File: config.mk
export PLATFORM = sky130hd
export DESIGN_NAME = rhg_queue
export DESIGN_NICKNAME = d
export VERILOG_FILES = /design/src/rtl/rhg_pkg.sv /design/src/rtl/rhg_queue.sv
export SDC_FILE = /design/constraint.sdc
export NUM_CORES = 1
export LEC_CHECK = 0
export BUFFER_PORTS_ARGS = -buffer_cell sky130_fd_sc_hd__buf_2
export CORE_UTILIZATION = 40
export CTS_CLUSTER_DIAMETER = 50
export DETAILED_ROUTE_END_ITERATION = 10
export PLACE_DENSITY = 0.71
export SLEW_MARGIN = 10
export SYNTH_ARGS = -nofsm -noshare
export SYNTH_HDL_FRONTEND = slang
export SYNTH_SLANG_ARGS = --single-unit
File: constraint.sdc
create_clock -name clk -period 1.8 [get_ports clk]
set_input_delay 0.36 -clock clk [delete_from_list [all_inputs] [get_ports clk]]
set_output_delay 0.36 -clock clk [all_outputs]
set_load 0.02 [all_outputs]
File: src/rtl/rhg_pkg.sv
// Shared types and constants for the RGB histogram with grayscale conversion.
// Used by every module of the block; depends on nothing else.
package rhg_pkg;

  localparam int SAMPLE_W = 8;
  localparam int OP_W = 2;
  localparam int CFG_IDX_W = 2;
  localparam int WEIGHT_W = 8;
  localparam int PROD_W = 2 * SAMPLE_W;
  localparam int SUM_W = PROD_W + 2;
  localparam int OUT_COUNT_W = 32;

  localparam int DEF_BIN_COUNT = 256;
  localparam int DEF_COUNT_BITS = 32;

  localparam int QUEUE_DEPTH = 4;
  localparam int QUEUE_PTR_W = $clog2(QUEUE_DEPTH);
  localparam int QUEUE_CNT_W = $clog2(QUEUE_DEPTH + 1);

  localparam logic [OP_W-1:0] OP_PIXEL = 2'd0;
  localparam logic [OP_W-1:0] OP_READ = 2'd1;
  localparam logic [OP_W-1:0] OP_CLEAR = 2'd2;

  localparam logic [CFG_IDX_W-1:0] CFG_RED_WEIGHT = 2'd0;
  localparam logic [CFG_IDX_W-1:0] CFG_GREEN_WEIGHT = 2'd1;
  localparam logic [CFG_IDX_W-1:0] CFG_BLUE_WEIGHT = 2'd2;

  localparam logic [WEIGHT_W-1:0] RED_WEIGHT_RST = 8'd54;
  localparam logic [WEIGHT_W-1:0] GREEN_WEIGHT_RST = 8'd184;
  localparam logic [WEIGHT_W-1:0] BLUE_WEIGHT_RST = 8'd18;

  typedef struct packed {
    logic [OP_W-1:0]     op;
    logic [SAMPLE_W-1:0] red;
    logic [SAMPLE_W-1:0] green;
    logic [SAMPLE_W-1:0] blue;
    logic [SAMPLE_W-1:0] gray;
    logic [SAMPLE_W-1:0] bin_index;
  } item_t;

  typedef struct packed {
    logic clearing;
    logic pop;
  } back_status_t;

endpackage

File: src/rtl/rhg_queue.sv
// Short request queue between the front end and the histogram back end.
// Depends on rhg_pkg for the item type and depth.
module rhg_queue (
  input  logic           clk,
  input  logic           rst_n,
  input  logic           push,
  input  rhg_pkg::item_t push_item,
  input  logic           pop,
  output rhg_pkg::item_t head,
  output logic           empty,
  output logic           full
);

  rhg_pkg::item_t                  slots_r [rhg_pkg::QUEUE_DEPTH];
  logic [rhg_pkg::QUEUE_PTR_W-1:0] wr_ptr_r, rd_ptr_r;
  logic [rhg_pkg::QUEUE_CNT_W-1:0] count_r;

  assign empty = (count_r == '0);
  assign full = (count_r == rhg_pkg::QUEUE_CNT_W'(rhg_pkg::QUEUE_DEPTH));
  assign head = slots_r[rd_ptr_r];

  always_ff @(posedge clk) begin
    if (push) begin
      slots_r[wr_ptr_r] <= push_item;
    end
  end

  always_ff @(posedge clk) begin
    if (!rst_n) begin
      wr_ptr_r <= '0;
      rd_ptr_r <= '0;
      count_r  <= '0;
    end else begin
      if (push) begin
        wr_ptr_r <= wr_ptr_r + 1'b1;
      end
      if (pop) begin
        rd_ptr_r <= rd_ptr_r + 1'b1;
      end
      case ({push, pop})
        2'b10:   count_r <= count_r + 1'b1;
        2'b01:   count_r <= count_r - 1'b1;
        default: ;
      endcase
    end
  end

endmodule

==> flow_metrics.py <==
metrics = {
    "run_status": {
        "outcome": "finished with violations",
        "violated_checks": "negative setup slack",
    },
    "power": {
        "combinationalPowerShare_pct": 11.5,
        "powerDensity_nw_per_um2": 1170,
        "ir_drop_mv": 0.667,
        "share_clk_of_total_power_pct": 37.5,
        "p_switching_w": 0.00213,
        "p_seq_share_pct": 51.0,
        "internal-power_w": 0.00724,
        "p_leak_nw": 2.76,
        "power.share.switching_pct": 22.8,
    },
    "clock_network": {
        "ctsLongestPathBuffers": 2,
        "clock_edge_transition_at_the_registers_on_the_reported_setup_and_hold_paths_ns": 0.06,
        "hold_bufs_at_cts": 0,
        "cts_sinks": 177,
        "htree_levels": 4,
        "clock_tree_root_driver_cell": "clkbuf_16",
        "worstSkewPairLatency_ns": 0.42,
        "clock_tree_from_tritoncts": "built",
        "cts_inserted_buffers": 17,
    },
    "sta": {
        "finalWorstSetupSlack_ns": -0.300,
        "achievable-frequency_mhz": 476,
        "maxSlewViolCount": 0,
        "final-setup-viol-count": 42,
        "final.min_clock_period_ns": 2.10,
        "timing_hold_violations_final": 0,
        "period_utilization_pct": 117,
        "max_slew.worst_pin.slew_ns": 0.338,
        "setup-tns-final_ns": -11.19,
        "timing.clock.skew_ns": 0.00549,
        "slew_headroom_pct": 77.5,
        "setup_repair_after_global_routing_missed_its_margin": "true",
    },
    "routing": {
        "route.vias.total": 3004,
        "vias_per_cell": 4.88,
        "avgRoutedWirePerCell_um": 18.6,
        "detail_route.wirelength_um": 11400,
        "drcViolationCount": 0,
        "post_drt_antenna_nets": 0,
        "detailedRoute.firstIterationViolations": 127,
        "firstDrtPassIters": 4,
    },
    "run": {
        "maxCapViolCount": 0,
    },
    "synth": {
        "synth_ff_type": "edfxtp_1",
        "seq_area_frac_synth_pct": 79.6,
        "ys_seq_elements": 177,
        "yosysWarningCount": 0,
        "synth_cells": 266,
        "async_reset_ff_share_pct": 0,
        "synth_fp_nets": 318,
        "synth_area_um2": 6560,
        "ys_types": 22,
        "synth-edff-count": 168,
        "syn-mean-instance-area_um2": 24.7,
    },
    "finish": {
        "layout_common_cells": "edfxtp_1, buf_2, mux4_2, clkbuf_16, buf_4",
        "fin_nets": 438,
        "synthToLayoutAreaGrowth_pct": 22.1,
        "antenna_cells_inserted": 0,
        "final_common_cell": "edfxtp_1",
        "drive_gt1_share_pct": 46.9,
        "postLayoutCoreUtil_pct": 50.3,
    },
    "worst_setup_path": {
        "crit_required_ns": 1.44,
        "timing.critical_path.slowest_stage_cell": "mux4_2",
        "critPathTopFamily": "multiplexers",
        "timing.critical_path.from_type": "register",
        "worstPathArrival_ns": 1.74,
        "crit_path_cell_trace": "buf_12 -> mux4_2 -> buf_2",
        "ff2ff_setup_slack_ns": 0.19,
        "timing.critical_path.fanout_max": 14,
        "crit_path_max_incr_delay_ns": 0.53,
        "cp-end-kind": "output pin",
        "path_class": "reg -> out",
        "combined_buffer_and_inverter_count_along_the_critical_path": 2,
    },
    "grt": {
        "grt_start_max_net_pins": 30,
        "grtUsageTotal_pct": 14.8,
        "via_count_of_the_first_global_routing_pass": 3183,
        "grt_first_pass_wirelength_um": 17600,
        "globalRoute.totalOverflow": 0,
        "antenna_found_initial": 1,
    },
    "die": {
        "num_rows": 46,
        "core_um2": 15900,
        "fp.dieW_um": 130,
        "io_pins": 90,
        "die_area_um2": 16900,
        "floorplan.initialDensity_pct": 41.2,
        "die_h_um": 130,
    },
    "place": {
        "port_buffers": 89,
        "gp_routability_congestion": 0.737,
        "post-dp-hpwl_um": 7310,
    },
    "min_path": {
        "hp-class": "in -> reg",
    },
}
-- metrics by stage --
stage               total power, W  std cells  setup slack [ns]  hold WS, ns  area [um^2]
floorplan                  0.00554        266             0.175        0.459         6570
global placement           0.00589        580            0.0557        0.483         7380
detailed placement         0.00592        580           -0.0637        0.518         7380
CTS                        0.00945        613            -0.360        0.130         7960
global route               0.00971        615            -0.367        0.133         8020
finish                     0.00937        615            -0.300        0.148         8020
-- synthesized netlist by cell type, drive strengths merged, types with 2 or more instances --
cell / count / share of area (%)
xnor2: 2 / 0.27
dfxtp: 9 / 2.7
xor2: 3 / 0.40
o21ai: 2 / 0.15
and2: 10 / 0.95
nand2: 2 / 0.11
buf: 9 / 1.7
edfxtp: 168 / 77
mux4: 42 / 15
ha: 5 / 0.95
inv: 6 / 0.34
-- state kept, by name, indices dropped and copies added, names as in the netlist, named ones only --
register	flops
wr_ptr_r	2
slots_r	168
rd_ptr_r	2
count_r	3
-- kinds of logic (layout without fill, tap and decap cells) --
family          after synthesis  after routing  synth area share [%]
mux                          43             43                  14.7
simple gates                 16             16                  1.43
buf+inv                      16            149                  2.10
compound gates                3              3                 0.267
xor+xnor                      5              5                 0.667
fa+ha+maj                     6              6                  1.26
flops                       177            177                  79.6
-- per-layer routing --
layer / vias to the layer above / global-route usage, % / wire length, um
li1: 1352 / - / -
met1: 1558 / 17.0 / 4700
met3: 19 / 4.96 / 596
met5: - / 0 / 16
met4: 2 / 6.77 / 212
met2: 73 / 25.0 / 5910
-- repair_timing --
action	CTS	global route
resized for setup	5	15
endpoints found under the setup margin	42	42
buffers inserted	1	2
-- path summary, 6_finish.rpt --
path	start	endpoint	cells past startpoint
hold / removal	push_item[30]	slots_r[3][30]	1
setup / recovery	register	head[7]	3
hold reg to reg	count_r[2]	count_r[2]	2
setup reg to reg	count_r[0]	count_r[2]	5
-- cell type report --
cell class | count | area [um^2]
Tap cell | 216 | 270
Inverter | 6 | 22.5
Clock inverter | 15 | 141
Fill cell | 1301 | 7930
Multi-Input combinational cell | 73 | 1200
Clock buffer | 17 | 425
Sequential cell | 177 | 5230
Timing Repair Buffer | 111 | 727
-- power by group through the flow --
stage                     clock network (W)  logic, W  registers (W)
after floorplan                           0  0.000692        0.00484
after global placement                    0   0.00103        0.00486
after detailed placement                  0   0.00105        0.00487
after CTS                           0.00360   0.00107        0.00478
after global routing                0.00375   0.00117        0.00480
final                               0.00351   0.00108        0.00478
(Power assumes the default switching activity.)
