`src/rtl/rhg_pkg.sv`:
```
// Shared types and constants for the RGB histogram with grayscale conversion.
// Used by every module of the block; depends on nothing else.
package rhg_pkg;

  localparam int SAMPLE_W = 8;
  localparam int OP_W = 2;
  localparam int CFG_IDX_W = 2;
  localparam int WEIGHT_W = 8;
  localparam int PROD_W = 2 * SAMPLE_W;
  localparam int SUM_W = PROD_W + 2;
  localparam int OUT_COUNT_W = 32;

  localparam int DEF_BIN_COUNT = 256;
  localparam int DEF_COUNT_BITS = 32;

  localparam int QUEUE_DEPTH = 4;
  localparam int QUEUE_PTR_W = $clog2(QUEUE_DEPTH);
  localparam int QUEUE_CNT_W = $clog2(QUEUE_DEPTH + 1);

  localparam logic [OP_W-1:0] OP_PIXEL = 2'd0;
  localparam logic [OP_W-1:0] OP_READ = 2'd1;
  localparam logic [OP_W-1:0] OP_CLEAR = 2'd2;

  localparam logic [CFG_IDX_W-1:0] CFG_RED_WEIGHT = 2'd0;
  localparam logic [CFG_IDX_W-1:0] CFG_GREEN_WEIGHT = 2'd1;
  localparam logic [CFG_IDX_W-1:0] CFG_BLUE_WEIGHT = 2'd2;

  localparam logic [WEIGHT_W-1:0] RED_WEIGHT_RST = 8'd54;
  localparam logic [WEIGHT_W-1:0] GREEN_WEIGHT_RST = 8'd184;
  localparam logic [WEIGHT_W-1:0] BLUE_WEIGHT_RST = 8'd18;

  typedef struct packed {
    logic [OP_W-1:0]     op;
    logic [SAMPLE_W-1:0] red;
    logic [SAMPLE_W-1:0] green;
    logic [SAMPLE_W-1:0] blue;
    logic [SAMPLE_W-1:0] gray;
    logic [SAMPLE_W-1:0] bin_index;
  } item_t;

  typedef struct packed {
    logic clearing;
    logic pop;
  } back_status_t;

endpackage

```
`src/rtl/rhg_front.sv`:
```
// Front end: takes requests and weight writes, forms the gray value.
// Depends on rhg_pkg; feeds rhg_queue.
module rhg_front (
  input  logic                            clk,
  input  logic                            rst_n,
  input  logic                            in_valid,
  output logic                            in_stall,
  input  logic [rhg_pkg::OP_W-1:0]        in_op,
  input  logic [rhg_pkg::SAMPLE_W-1:0]    in_red_in,
  input  logic [rhg_pkg::SAMPLE_W-1:0]    in_green_in,
  input  logic [rhg_pkg::SAMPLE_W-1:0]    in_blue_in,
  input  logic [rhg_pkg::SAMPLE_W-1:0]    in_bin_index,
  input  logic                            cfg_valid,
  output logic                            cfg_ready,
  input  logic [rhg_pkg::CFG_IDX_W-1:0]   cfg_index,
  input  logic [rhg_pkg::WEIGHT_W-1:0]    cfg_data,
  input  logic                            clearing,
  input  logic                            q_full,
  output logic                            q_push,
  output rhg_pkg::item_t                  q_item
);

  logic [rhg_pkg::WEIGHT_W-1:0] red_weight_r, green_weight_r, blue_weight_r;
  logic                         stage_valid_r;
  logic [rhg_pkg::PROD_W-1:0]   red_prod_r, green_prod_r, blue_prod_r;
  logic [rhg_pkg::OP_W-1:0]     op_r;
  logic [rhg_pkg::SAMPLE_W-1:0] red_r, green_r, blue_r, idx_r;
  logic                         stage_ready;
  logic                         accept;
  logic [rhg_pkg::SUM_W-1:0]    sum;
  logic [rhg_pkg::SUM_W-9:0]    scaled;
  logic [rhg_pkg::SAMPLE_W-1:0] gray;

  assign cfg_ready = 1'b1;

  always_ff @(posedge clk) begin
    if (!rst_n) begin
      red_weight_r   <= rhg_pkg::RED_WEIGHT_RST;
      green_weight_r <= rhg_pkg::GREEN_WEIGHT_RST;
      blue_weight_r  <= rhg_pkg::BLUE_WEIGHT_RST;
    end else if (cfg_valid) begin
      case (cfg_index)
        rhg_pkg::CFG_RED_WEIGHT:   red_weight_r <= cfg_data;
        rhg_pkg::CFG_GREEN_WEIGHT: green_weight_r <= cfg_data;
        rhg_pkg::CFG_BLUE_WEIGHT:  blue_weight_r <= cfg_data;
        default: ;
      endcase
    end
  end

  assign stage_ready = !stage_valid_r || !q_full;
  assign in_stall = clearing || !stage_ready;
  assign accept = in_valid && !in_stall;
  assign q_push = stage_valid_r && !q_full;

  always_ff @(posedge clk) begin
    if (!rst_n) begin
      stage_valid_r <= 1'b0;
    end else if (accept) begin
      stage_valid_r <= 1'b1;
    end else if (q_push) begin
      stage_valid_r <= 1'b0;
    end
  end

  always_ff @(posedge clk) begin
    if (accept) begin
      red_prod_r   <= rhg_pkg::PROD_W'(red_weight_r) * rhg_pkg::PROD_W'(in_red_in);
      green_prod_r <= rhg_pkg::PROD_W'(green_weight_r) * rhg_pkg::PROD_W'(in_green_in);
      blue_prod_r  <= rhg_pkg::PROD_W'(blue_weight_r) * rhg_pkg::PROD_W'(in_blue_in);
      op_r         <= in_op;
      red_r        <= in_red_in;
      green_r      <= in_green_in;
      blue_r       <= in_blue_in;
      idx_r        <= in_bin_index;
    end
  end

  always_comb begin
    sum = rhg_pkg::SUM_W'(red_prod_r) + rhg_pkg::SUM_W'(green_prod_r)
        + rhg_pkg::SUM_W'(blue_prod_r);
    scaled = sum[rhg_pkg::SUM_W-1:8];
    gray = (|scaled[rhg_pkg::SUM_W-9:8]) ? 8'hFF : scaled[7:0];
  end

  always_comb begin
    q_item.op        = op_r;
    q_item.red       = red_r;
    q_item.green     = green_r;
    q_item.blue      = blue_r;
    q_item.gray      = (op_r == rhg_pkg::OP_PIXEL) ? gray : '0;
    q_item.bin_index = idx_r;
  end

endmodule

```
`config.mk`:
```
export PLATFORM = sky130hd
export DESIGN_NAME = rhg_front
export DESIGN_NICKNAME = d
export VERILOG_FILES = /design/src/rtl/rhg_pkg.sv /design/src/rtl/rhg_front.sv
export SDC_FILE = /design/constraint.sdc
export NUM_CORES = 1
export LEC_CHECK = 0
export BUFFER_PORTS_ARGS = -buffer_cell sky130_fd_sc_hd__buf_2
export CAP_MARGIN = 20
export CELL_PAD_IN_SITES_DETAIL_PLACEMENT = 1
export CELL_PAD_IN_SITES_GLOBAL_PLACEMENT = 2
export CORE_ASPECT_RATIO = 2
export CORE_MARGIN = 8
export CORE_UTILIZATION = 41
export DETAILED_ROUTE_END_ITERATION = 10
export PLACE_DENSITY_LB_ADDON = 0.1
export SYNTH_ARGS = -nofsm -noshare
export SYNTH_HDL_FRONTEND = slang
export SYNTH_SLANG_ARGS = --single-unit
```
`constraint.sdc`:
```
create_clock -name clk -period 6.2 [get_ports clk]
set_input_delay 0.93 -clock clk [delete_from_list [all_inputs] [get_ports clk]]
set_output_delay 0.93 -clock clk [all_outputs]
set_load 0.005 [all_outputs]
```
==> results by stage, run 1 <==
Global routing:
- The remaining global-route overflow is 0.
- The number of global-route vias before repair is between 8000 and 9000.
- The wire length of the first global-routing pass is around 45 mm.
- The total routing resource utilization after global routing is around a fifth.
- The pin count of the biggest net entering global routing is between 50 and 60.
- The number of antenna violations at the first check in global routing is 1.

CTS:
- The number of gates resized after CTS is 0.
- The tree is rooted in a sky130_fd_sc_hd__clkbuf_16.
- Clock-pin slew was measured on the worst setup and hold paths at 0.08 ns.
- The clock tree from TritonCTS is built.
- In this run, post-CTS hold repair placed 0 buffers.
- The clock passes through at most 2 buffers.
- The post-CTS repair timing setup buffer count is 0.
- The number of clock sinks is 107.
- The number of buffers added by the clock tree synthesis step is 9.
- At the later pin of the worst-skew pair, clock insertion delay measures roughly 0.38 ns.
- The H-tree generated during clock tree synthesis spans 3 levels.

Synth:
- Synthesis produced approximately 1000 cells.
- The number of warnings issued by yosys is 0.
- The synthesized netlist devotes 6.691% of its cell area to compound gates.
- After Yosys synthesis, and, or, nand and nor cells account for between 10% and 20% of the synthesized area.
- The largest total area in the synthesized netlist belongs to sky130_fd_sc_hd__edfxtp_1.
- The largest family of logic cells by synthesized area is adder cells.
- In this run, synthesis produced a sequential element count of 107.
- Each instance of the synthesized netlist takes up on average approximately 11 um2.
- The total standard cell area after synthesis is approximately 0.010 mm2.
- Synthesis produced a netlist with a net count of ~1300.
- Of the synthesized area, sequential elements account for around 28%.
- The distinct cell type count of the synthesized netlist is 46.
- The share of the synthesized netlist area taken by xor and xnor gates is 3.100%.
- Summed over its instances, the top area cell type makes up 23.56% of the synthesized netlist area.
- The mux contribution to synthesized area is about 1.5%.
- The synthesized netlist devotes between 30% and 40% of its cell area to adder and majority cells.
- Ranked by total cell area, the synthesized netlist is headed by sky130_fd_sc_hd__edfxtp_1 (24%), sky130_fd_sc_hd__fa_1 (24%), sky130_fd_sc_hd__ha_1 (15%).

Timing:
- For the final database, setup skew stands at ~0.0096 ns.
- The share of the clock period used by the worst path is just over 80%.
- For the final routed database, the setup TNS stands at 0 ns.
- The worst path in the final design needs a cycle of about 5.0 ns, including I/O delays and setup.
- Setup repair after global routing left no endpoint under its margin.
- The worst pin sits at a relative slew slack of between 30% and 40%.
- For the pin with the worst max-slew slack, the measured transition is around 0.98 ns.
- The achievable clock frequency is 198.4 MHz.
- Setup violations remaining at the end of the flow were counted as 0.
- The slack of the critical path is ~1.2 ns.
- The final-report hold violation count was 0.
- The number of pins with negative max-slew slack in the final report is 0.
- The post-route worst hold slack is around 0.54 ns.

Setup path:
- The most prevalent standard cell on the critical path is sky130_fd_sc_hd__fa_1.
- The internal reg-to-reg setup slack is between 1 and 1.5 ns.
- Among cell families on the critical path, the largest total delay comes from adder cells.
- The required time at the worst-slack endpoint is approximately 6.3 ns.
- The critical path class is input pin to register.
- The element type at the critical path end is a register.
- The cell at the slowest stage of the critical path is sky130_fd_sc_hd__fa_1.
- Together, buffers and inverters on the worst path number 3.
- The worst endpoint data arrival time is approximately 5.2 ns.
- The critical path startpoint category is an input pin.
- The critical path goes through buf_2, and2_1, fa_1, fa_1, inv_1, fa_1, fa_1, inv_1, ha_1, o21a_1, o31a_1, o211ai_1, a21oi_1, a2111oi_2, a21oi_1, xnor2_1.
- The maximum fanout along the worst path is 9.
- In this design, the stage delay of the slowest critical-path cell is ~0.51 ns.

Layout:
- The fraction of layout instances using a drive strength above 1 is a little under an eighth.
- The number of antenna diodes in the final layout is 0.
- Cells fill a little under half of the core in the end.
- The net count of the finished layout is around 1400.
- The number of filler cells placed in the layout is ~2900.
- The area growth from synthesis to layout is 11.28%.

Floorplan:
- For this configuration, the core starts out at a cell density of a little over two fifths.
- After floorplanning, the core was divided into 82 placement rows.
- The floorplan step set the die width to around 130 um.
- The count of boundary I/O pins is 95.
- The die covers around 0.031 mm2.
- From bottom edge to top edge, the die measures between 200 and 250 um.
- The area inside the core boundary is 0.02503 mm2.

Routing:
- After detailed routing, the average wire length per cell comes to 19.51 um.
- Detailed routing inserted a total of approximately 7200 vias.
- The total wirelength of the detailed-routed design is approximately 28 mm.
- The DRC violations left is 0.
- The number of antenna-violating nets in the routed design is 0.
- The first detailed-routing pass ran for 4 iterations.
- The first routing iteration left about 160 violations.
- The vias per cell is 5.065.

Place:
- OpenSTA, run right after detailed placement, puts the worst setup slack at ~0.75 ns.
- Buffers placed on the I/O ports in this run total 93.
- The congestion estimate from routability-driven global placement came to a little under 0.8.
- Detailed placement finished with a half-perimeter wire length of between 20 and 25 mm.

Pwr:
- The internal power of the cells is slightly above 2 mW.
- In this run switching power makes up 40.67% of total power.
- The share of power burned in registers is 28.7%.
- The worst-case IR drop observed on VDD is roughly 0.00014 V.
- Summed over all nets, the switching power comes to about 1.4 mW.
- The proportion of power drawn by the clock network is 18.1%.
- The total power after layout is between 3 and 4 mW.
- Summed over all cells, the static leakage comes to between 5 and 6 nW.
- The fraction of power consumed by combinational cells is between 50% and 60%.
- The total power density per cell area is ~290 mW/mm2.

Job:
- Max-cap violations in this run came to 0.

Run status:
- The flow ran to the end, and the final reports show no timing, DRC or antenna violations.

Worst hold path:
- The type of the most critical hold path is register to register.
[power groups by stage]
| stage | Combinational [mW] | Clock [mW] | Sequential (mW) |
|---|---|---|---|
| 2_1_floorplan | 1.34 | 0 | 0.966 |
| 3_3_place_gp | 1.83 | 0 | 1.00 |
| 3_5_place_dp | 1.86 | 0 | 1.00 |
| 4_1_cts | 1.87 | 0.645 | 0.989 |
| 5_1_grt | 2.06 | 0.663 | 0.994 |
| 6_report | 1.82 | 0.620 | 0.984 |
[registers in the layout, indices dropped and copies added, names as in the netlist]
| register | cells |
|---|---|
| blue_prod_r | 16 |
| blue_weight_r | 8 |
| idx_r | 8 |
| blue_r | 8 |
| red_r | 8 |
| stage_valid_r | 1 |
| red_weight_r | 8 |
| green_weight_r | 8 |
| op_r | 2 |
| green_prod_r | 16 |
| green_r | 8 |
| red_prod_r | 16 |
[routing by layer]
metal,global-route usage (%),routed length [um],vias up
li1,-,-,3388
met1,17.76,9331,3695
met2,38.20,17050,73
met3,2.205,408,44
met4,8.904,937,2
met5,0,13,-
[worst reg2reg max path: cells and delay by family (launching register included)]
kind,cells,cell delay [ns]
xor gates and xnor gates,1,0.15
adders and majority gates,5,2.34
DFF,1,0.59
AOI/OAI and AO/OA,6,1.29
and+or+nand+nor,1,0.14
buffers and inverters,3,0.14
[final timing paths]
| kind | from | depth (start not counted) | end |
|---|---|---|---|
| worst max-delay path | in_blue_in[2] | 16 | blue_prod_r[15] |
| worst min-delay path | stage_valid_r | 2 | stage_valid_r |
| worst max register to register | blue_weight_r[4] | 16 | blue_prod_r[15] |
| worst min register to register | stage_valid_r | 2 | stage_valid_r |
[through the flow]
step	instances	instance area [um2]
5_1_grt	1422	11630
3_5_place_dp	1406	11320
2_1_floorplan	983	10450
4_1_cts	1422	11630
6_report	1422	11630
3_3_place_gp	1406	11320
[synth_stat cells, drive strengths merged]
cell / number
and3: 6
o31ai: 5
nor2: 21
nand3: 8
inv: 156
a211o: 1
and2: 156
o21a: 11
nand2: 75
o22a: 1
dfxtp: 25
nor3: 10
xor2: 5
o21ai: 16
ha: 123
o31a: 3
xnor2: 32
a2111oi: 3
and4: 1
a21oi: 37
edfxtp: 82
or4b: 1
fa: 123
nor3b: 1
mux2i: 16
a21boi: 5
a211oi: 4
conb: 1
clkbuf: 4
or2: 3
a21o: 2
nand2b: 6
a31oi: 4
buf: 3
a41o: 1
nand4: 1
nor2b: 20
o211ai: 7
o21bai: 2
a31o: 1
nand3b: 1
[cells by family (layout without fill, tap and decap cells)]
group	after synthesis	in the layout
and+or+nand+nor	310	310
adders and majority gates	246	246
buffers and inverters	163	266
DFF	107	107
AOI/OAI and AO/OA	103	103
xor gates and xnor gates	37	37
muxes	16	16
other	1	1
[cell type report]
type | instances | area, um2 | area share (%)
multi-input cells | 713 | 6882 | 59.17
flip-flops and latches | 107 | 2963 | 25.47
inverters | 156 | 585.6 | 5.034
repair buffers | 94 | 473.0 | 4.066
well taps | 336 | 420.4 | 3.614
clock buffers | 9 | 225.2 | 1.936
clock inverters | 7 | 82.58 | 0.7100
[cells in the final DEF (no fill, tap or decap), types with 2 or more instances in the layout]
master	instances
sky130_fd_sc_hd__nand3_1	8
sky130_fd_sc_hd__inv_6	2
sky130_fd_sc_hd__nor2b_1	20
sky130_fd_sc_hd__a211oi_1	4
sky130_fd_sc_hd__a31oi_1	4
sky130_fd_sc_hd__o211ai_1	6
sky130_fd_sc_hd__buf_2	93
sky130_fd_sc_hd__o21a_1	11
sky130_fd_sc_hd__and2_1	155
sky130_fd_sc_hd__a21boi_0	5
sky130_fd_sc_hd__nor2_1	21
sky130_fd_sc_hd__edfxtp_1	82
sky130_fd_sc_hd__clkinvlp_4	2
sky130_fd_sc_hd__o21ai_0	16
sky130_fd_sc_hd__dfxtp_1	25
sky130_fd_sc_hd__nor3_1	10
sky130_fd_sc_hd__o21bai_1	2
sky130_fd_sc_hd__xor2_1	5
sky130_fd_sc_hd__and3_1	6
sky130_fd_sc_hd__fa_1	123
sky130_fd_sc_hd__a21o_1	2
sky130_fd_sc_hd__o31a_1	3
sky130_fd_sc_hd__mux2i_1	16
sky130_fd_sc_hd__a21oi_1	35
sky130_fd_sc_hd__a2111oi_2	3
sky130_fd_sc_hd__ha_1	123
sky130_fd_sc_hd__clkbuf_16	9
sky130_fd_sc_hd__or2_2	3
sky130_fd_sc_hd__nand2_1	75
sky130_fd_sc_hd__inv_1	156
sky130_fd_sc_hd__o31ai_1	3
sky130_fd_sc_hd__xnor2_1	32
sky130_fd_sc_hd__nand2b_1	6
sky130_fd_sc_hd__a21oi_2	2
No activity file was read; power rests on OpenSTA's default activity.
==> run 2: changes to the inputs <==
- CORE_UTILIZATION: 41 -> 37
- clock period: 6.2 -> 4.38 ns (I/O delays scaled with it)
==> run 2 against run 1 <==
Utilization rose by 0.18 points. Non-clock buffer count rose by 120. Cell area rose by 12%. Hold slack got worse by 0.083 ns. Cell count rose by 9.8%. Clock-buffer cell count rose by 5. First-iteration DRC count rose by 34%. Combinational power rose by 69%. Register-to-register slack got worse by 1.3 ns. Largest cell class unchanged.
==> results by stage, run 2 (synthesis gave the netlist of run 1 again) <==
Job:
- The tool flagged a number of max-cap violations equal to 0.

Setup path:
- The critical path startpoint category is an input pin.
- The worst setup path is captured at a register.
- Of all nets on the critical path, the largest fanout is 6.
- The worst setup path is of the input pin to register kind.
- For this run, the slowest stage of the critical path takes 0.54 ns.
- The cell at the slowest stage of the critical path is sky130_fd_sc_hd__fa_1.
- Traced cell by cell, the critical path runs through buf_6, nand2_4, fa_1, fa_1, inv_1, fa_1, inv_1, fa_1, inv_2, ha_4, o21a_1, o31a_1, o211ai_1, a21oi_2, a2111oi_4, a21oi_2, xnor2_1.
- For the worst setup path, the data required time is between 4 and 5 ns.
- Data on the critical path arrives at its endpoint at 4.45 ns.
- The most prevalent standard cell on the critical path is sky130_fd_sc_hd__fa_1.

Pwr:
- The total power density per cell area is approximately 410 mW/mm2.
- The maximum vdd ir drop is about 0.00021 V.
- In this run, the combinational gates consume around 57% of the power.
- The internal power of the cells is about 3.3 mW.
- The standby leakage power is between 6 and 7 nW.
- The proportion of power drawn by the clock network is 17.5%.
- The share of power burned in registers is around a quarter.
- The reported net switching power is a little over 2 mW.
- The switching fraction of total power is roughly two fifths.
- The total power after layout is 5.402 mW.

Layout:
- The number of filler cells placed in the layout is between 3000 and 4000.
- In the layout the commonest cells are sky130_fd_sc_hd__inv_1 (151), sky130_fd_sc_hd__and2_1 (148), sky130_fd_sc_hd__buf_4 (120), sky130_fd_sc_hd__fa_1 (115), sky130_fd_sc_hd__ha_1 (114).
- The number of antenna diodes in the final layout is 0.
- The net count of the finished layout is about 1500.
- The library cell used most frequently in the layout, excluding fill and tap cells, is sky130_fd_sc_hd__inv_1.
- In the final layout, the registers with the most flip-flops are blue_prod_r: 16 flops, green_prod_r: 16 flops, red_prod_r: 16 flops.
- Relative to the synthesized area, the layout overhead comes to 24.83%.
- The fraction of layout instances using a drive strength above 1 is a little over a quarter.
- The utilization of the core after routing is 46.64%.

Global routing:
- The total routing resource utilization after global routing is between 10% and 20%.
- The number of antenna violations at the first check in global routing is 0.
- Entering global routing, the biggest net connects 35 pins.
- The remaining global-route overflow is 0.
- The first global-routing pass estimated between 40 and 50 mm of wire.
- The number of global-route vias before repair came to 8750.

CTS:
- The tree is rooted in a sky130_fd_sc_hd__clkbuf_16.
- The number of H-tree levels is 3.
- Clock latency on the worst-skew pair, taken at its later pin, is between 0.3 and 0.4 ns.
- The number of clock buffers added by TritonCTS is 9.
- Counting along the longest clock path gives a buffer depth of 2.
- Clock-pin slew was measured on the worst setup and hold paths at approximately 0.080 ns.
- The number of clock sinks is between 100 and 150.
- The clock tree from TritonCTS is built.

Timing:
- The headroom to the max-slew limit is about three fifths.
- Setup violations remaining at the end of the flow were counted as 0.
- The share of the clock period used by the worst path is between 90% and 100%.
- The minimum period implied by the final worst setup slack is between 4 and 5 ns.
- The number of pins with negative max-slew slack in the final report is 0.
- For the final routed database, the setup TNS stands at 0 ns.
- The achievable clock frequency is ~230 MHz.
- For the pin with the worst max-slew slack, the measured transition is approximately 0.6 ns.
- Setup repair after global routing could not meet its margin everywhere.
- The final-report hold violation count is 0.
- The clock arrives with around 0.0085 ns of skew.

Routing:
- The first detailed-routing pass took 4 iterations.
- The number of DRC violations after detailed-routing iteration 0 is around 220.
- The number of antenna-violating nets in the routed design is 0.
- Dividing the detail-routed wire length by the instance count gives between 15 and 20 um.
- The total via count after detailed routing is roughly 7500.
- The routed design has 27.82 mm of wire.
- After detailed routing, the number of remaining DRC violations is 0.
- Using the TritonRoute via totals, the vias-per-cell ratio works out to about 4.8.

Place:
- The congestion estimate from routability-driven global placement came to 0.8117.
- The port buffer count is 93.
- The placed wire-length estimate is roughly 24 mm.

Floorplan:
- The die outline height is 253.7 um.
- The area of the die is around 0.034 mm2.
- The initial utilization of the core area, before any placement, comes to 37.36%.
- In this run the standard cell core region covers 0.02798 mm2.
- The floorplan step set the die width to 134.9 um.
- 95 I/O pins were placed.
- The number of rows in the core area is 87.

Run status:
- The run finished with clean final reports.

Worst hold path:
- The type of the most critical hold path is input pin to register.
[run 2: final cells by class]
type                            count  area [um2]  share of cell area, %
Inverter                          156       585.6                  4.488
Timing Repair Buffer              214        1455                  11.15
Clock inverter                      2       36.28                 0.2781
Tap cell                          356       445.4                  3.414
Multi-Input combinational cell    713        7211                  55.26
Sequential cell                   107        3007                  23.04
Clock buffer                       14       307.8                  2.359
[run 2: metal layers]
layer  GRT usage [%]  vias to the layer above  share of wire [%]
met2           31.66                       79                 54
met5               0                        -                  0
met4           7.131                        0                3.1
li1                -                     3634                  -
met1           19.61                     3753                 41
met3           2.039                       36                2.1
[run 2: path summary, 6_finish.rpt]
check                                 endpoint  cells after the start  slack, ns       startpoint
worst max-delay path            red_prod_r[15]                     17       0.05     in_red_in[4]
worst min-delay path                   op_r[1]                      1       0.46         in_op[1]
worst max register to register  red_prod_r[15]                     16       0.05  red_weight_r[2]
worst min register to register   stage_valid_r                      2       0.54    stage_valid_r
[run 2: power groups by stage]
stage	Combinational, mW	Clock [mW]	Sequential [mW]
6_report	3.08	0.947	1.37
3_3_place_gp	2.86	0	1.40
5_1_grt	3.51	1.01	1.38
3_5_place_dp	2.91	0	1.41
4_1_cts	2.96	0.991	1.38
2_1_floorplan	1.97	0	1.37
[run 2: timing repair]
action,4_1_cts,5_1_grt
pin swaps,9,44
hold buffers,0,0
buffers inserted,2,3
gates resized for setup,25,82
endpoints found under the setup margin,9,12
[run 2: worst max-delay path: cells and delay by family]
family,cells,cell delay [ns]
XOR/XNOR,1,0.14
AO/OA/AOI/OAI,6,1.08
adder cells (fa/ha/maj),5,2.24
AND/OR/NAND/NOR,1,0.05
buffers and inverters,4,0.27
[run 2: per-stage QoR]
stage,worst slack [ns],cell area [um2],cells,hold WS (ns)
after CTS,-0.05963,12750,1559,0.4324
after global routing,-0.1829,13050,1562,0.4485
final,0.04692,13050,1562,0.4586
after global placement,-0.3900,12340,1541,0.5119
after floorplan,-0.01994,10570,983,0.4931
after detailed placement,-0.4833,12340,1541,0.5376
==> run 3: changes to the inputs <==
- PLACE_DENSITY_LB_ADDON: 0.1 -> 0.2
- SETUP_SLACK_MARGIN: not set -> 0.3
==> run 3 against run 2 <==
Global-route usage fell by 0.12 points. Utilization rose by 0.85 points. Hold slack got worse by 0.011 ns.
==> results by stage, run 3 (synthesis gave the netlist of run 1 again) <==
Run status:
- The flow ran to the end, and the final reports show no timing, DRC or antenna violations.

Routing:
- The DRC violations left is 0.
- Dividing the detail-routed wire length by the instance count gives between 15 and 20 um.
- The first detailed-routing pass ran for 4 iterations.
- The number of DRC violations after detailed-routing iteration 0 is roughly 230.
- The number of antenna-violating nets in the routed design is 0.
- Detailed routing inserted a total of 7619 vias.
- Dividing the detail-routed via count by the number of cells gives approximately 4.9.
- The total wirelength of the detailed-routed design is around 28 mm.

Timing:
- The final-report hold violation count is 0.
- The routed design could run at a clock period as short as 4.204 ns.
- Setup violations remaining at the end of the flow were counted as 0.
- Setup repair after global routing could not meet its margin everywhere.
- The worst-margin pin slew is around 0.73 ns.
- The number of pins with negative max-slew slack in the final report is 0.
- The achievable clock frequency is about 240 MHz.
- The worst clock skew is 0.006622 ns.
- The share of the clock period used by the worst path is between 90% and 100%.
- Across all hold checks on the routed design, the worst slack comes to between 0.4 and 0.5 ns.
- The headroom to the max-slew limit is between 50% and 60%.

Setup path:
- Data on the critical path arrives at its endpoint at 4.34 ns.
- The critical path in this run is classified as input pin to register.
- The maximum fanout along the worst path is 6.
- STA classifies the critical path endpoint as a register.
- STA classifies the critical path startpoint as an input pin.
- The required time at the worst-slack endpoint is 4.52 ns.

Global routing:
- Entering global routing, the biggest net connects between 40 and 50 pins.
- Across every metal layer, demand over resource in global routing totals around 17%.
- The number of global-route vias before repair is ~8800.
- The remaining global-route overflow is 0.
- The wire length of the first global-routing pass is 45.40 mm.
- The number of antenna violations at the first check in global routing is 0.

Job:
- The tool flagged a number of max-cap violations equal to 0.

Floorplan:
- The die covers 0.03421 mm2.
- After floorplanning, the core was divided into between 80 and 90 placement rows.
- The core region is ~0.028 mm2.
- The floorplan step set the die width to 134.9 um.
- The count of boundary I/O pins is 95.
- The starting density of the core is roughly 37%.
- In this run the vertical extent of the chip is about 250 um.

Layout:
- The net count of the finished layout is ~1500.
- The number of non-filler instances in the completed layout is about 1600.
- The number of filler cells placed in the layout is ~3100.
- The fraction of layout instances using a drive strength above 1 is 30.08%.
- The most frequent standard cell in the layout excluding fill and tap cells is sky130_fd_sc_hd__inv_1.
- The largest registers in the layout are blue_prod_r: 16 flops, green_prod_r: 16 flops, red_prod_r: 16 flops.
- From synthesis to final layout, the design area changed by 27.11%.
- The repair_antennas step left the layout with diodes totalling 0.
- The top cell types in the final layout, fill and taps aside, are sky130_fd_sc_hd__inv_1 (145), sky130_fd_sc_hd__and2_1 (136), sky130_fd_sc_hd__fa_1 (114), sky130_fd_sc_hd__ha_1 (108), sky130_fd_sc_hd__buf_4 (107).
- The sequential standard cell area is ~0.003 mm2.
- The area used by multi-input combinational logic is between 0.007 and 0.008 mm2.

CTS:
- The H-tree generated during clock tree synthesis spans 3 levels.
- The maximum buffer depth of the clock tree is 2.
- The number of clock sinks is between 100 and 150.
- The clock tree from TritonCTS is built.
- Clock tree synthesis selected as its root buffer the cell sky130_fd_sc_hd__clkbuf_16.
- The clock latency of the later-clocked register in the worst-skew pair is roughly 0.38 ns.
- The clock-pin transition on the worst setup and hold timing paths is roughly 0.08 ns.
- Hold repair after CTS inserted 0 buffers.
- TritonCTS created 9 clock buffers.

Pwr:
- The total power density per cell area is about 420 mW/mm2.
- In this run the static leakage power is 6.204 nW.
- The maximum vdd ir drop is about 0.00021 V.

Place:
- The final RePlAce weighted congestion is ~0.79.
- The number of placed instances, taps included is about 1500.
- The port buffer count is 93.
- Detailed placement ended at an HPWL of approximately 23 mm.

Worst hold path:
- In this run the worst hold path is classified as input pin to register.
==> run 3: cell count changes in the layout (fill, tap and decap cells not counted), sizes merged <==
cell	change
buf	+3
bufinv	-1
clkbuf	-4
clkinv	+3
clkinvlp	+1
inv	+2
==> run 3: final timing paths <==
path	depth (start not counted)	end	slack, ns	start
worst max-delay path	17	red_prod_r[15]	0.18	in_red_in[3]
worst min-delay path	1	op_r[1]	0.45	in_op[1]
worst max register to register	16	red_prod_r[15]	0.18	red_weight_r[1]
worst min register to register	2	blue_weight_r[1]	0.56	blue_weight_r[1]
==> run 3: through the flow <==
stage | power (mW) | utilization (%) | setup slack [ns] | cell area [um2] | setup TNS, ns
final | 5.555 | 47.49 | 0.1760 | 13290 | 0
after global routing | 6.064 | 47.49 | -0.04768 | 13290 | -0.06805
after CTS | 5.356 | 46.04 | 0.08426 | 12880 | 0
after detailed placement | 4.368 | 44.04 | -0.3213 | 12320 | -3.097
after global placement | 4.286 | 44.04 | -0.2641 | 12320 | -2.438
after floorplan | 3.419 | - | -0.003949 | 10670 | -0.003949
==> run 3: area by class of cell <==
class	instances	share of cell area (%)
multi-input combinational	713	55.83
sequential	107	22.69
timing repair buffer	218	11.58
inverter	156	4.407
tap	356	3.352
clock buffer	9	1.695
clock inverter	7	0.4426
==> run 3: where the power goes <==
group	switching [mW]	internal, mW	leakage, nW
clock	0.435	0.396	0.138
sequential	0.0864	1.29	0.979
combinational	1.67	1.68	5.09
==> run 3: layer usage <==
metal  track usage (%)  up-vias  wire (um)
li1                  -     3636          -
met1             18.54     3868      10950
met2             32.91       83      15470
met3             2.435       32        544
met4             5.453        0        718
met5                 0        -          0
==> run 3: critical path, stage by stage <==
cell and delay (ns):
sky130_fd_sc_hd__buf_2 0.14, sky130_fd_sc_hd__nand2_1 0.09, sky130_fd_sc_hd__fa_1 0.48, sky130_fd_sc_hd__fa_1 0.52
sky130_fd_sc_hd__inv_1 0.05, sky130_fd_sc_hd__fa_1 0.47, sky130_fd_sc_hd__inv_1 0.05, sky130_fd_sc_hd__fa_1 0.49
sky130_fd_sc_hd__inv_2 0.04, sky130_fd_sc_hd__ha_4 0.20, sky130_fd_sc_hd__o21a_1 0.10, sky130_fd_sc_hd__o31a_1 0.11
sky130_fd_sc_hd__o211ai_1 0.26, sky130_fd_sc_hd__a21oi_2 0.11, sky130_fd_sc_hd__a2111oi_4 0.34, sky130_fd_sc_hd__a21oi_2 0.10
sky130_fd_sc_hd__xnor2_1 0.13
==> run 3: what timing repair did <==
action,in CTS,in global routing
endpoints found under the setup margin,16,18
setup buffers,10,13
endpoints found under the hold margin,0,0
pin swaps,43,55
gates resized for setup,60,78
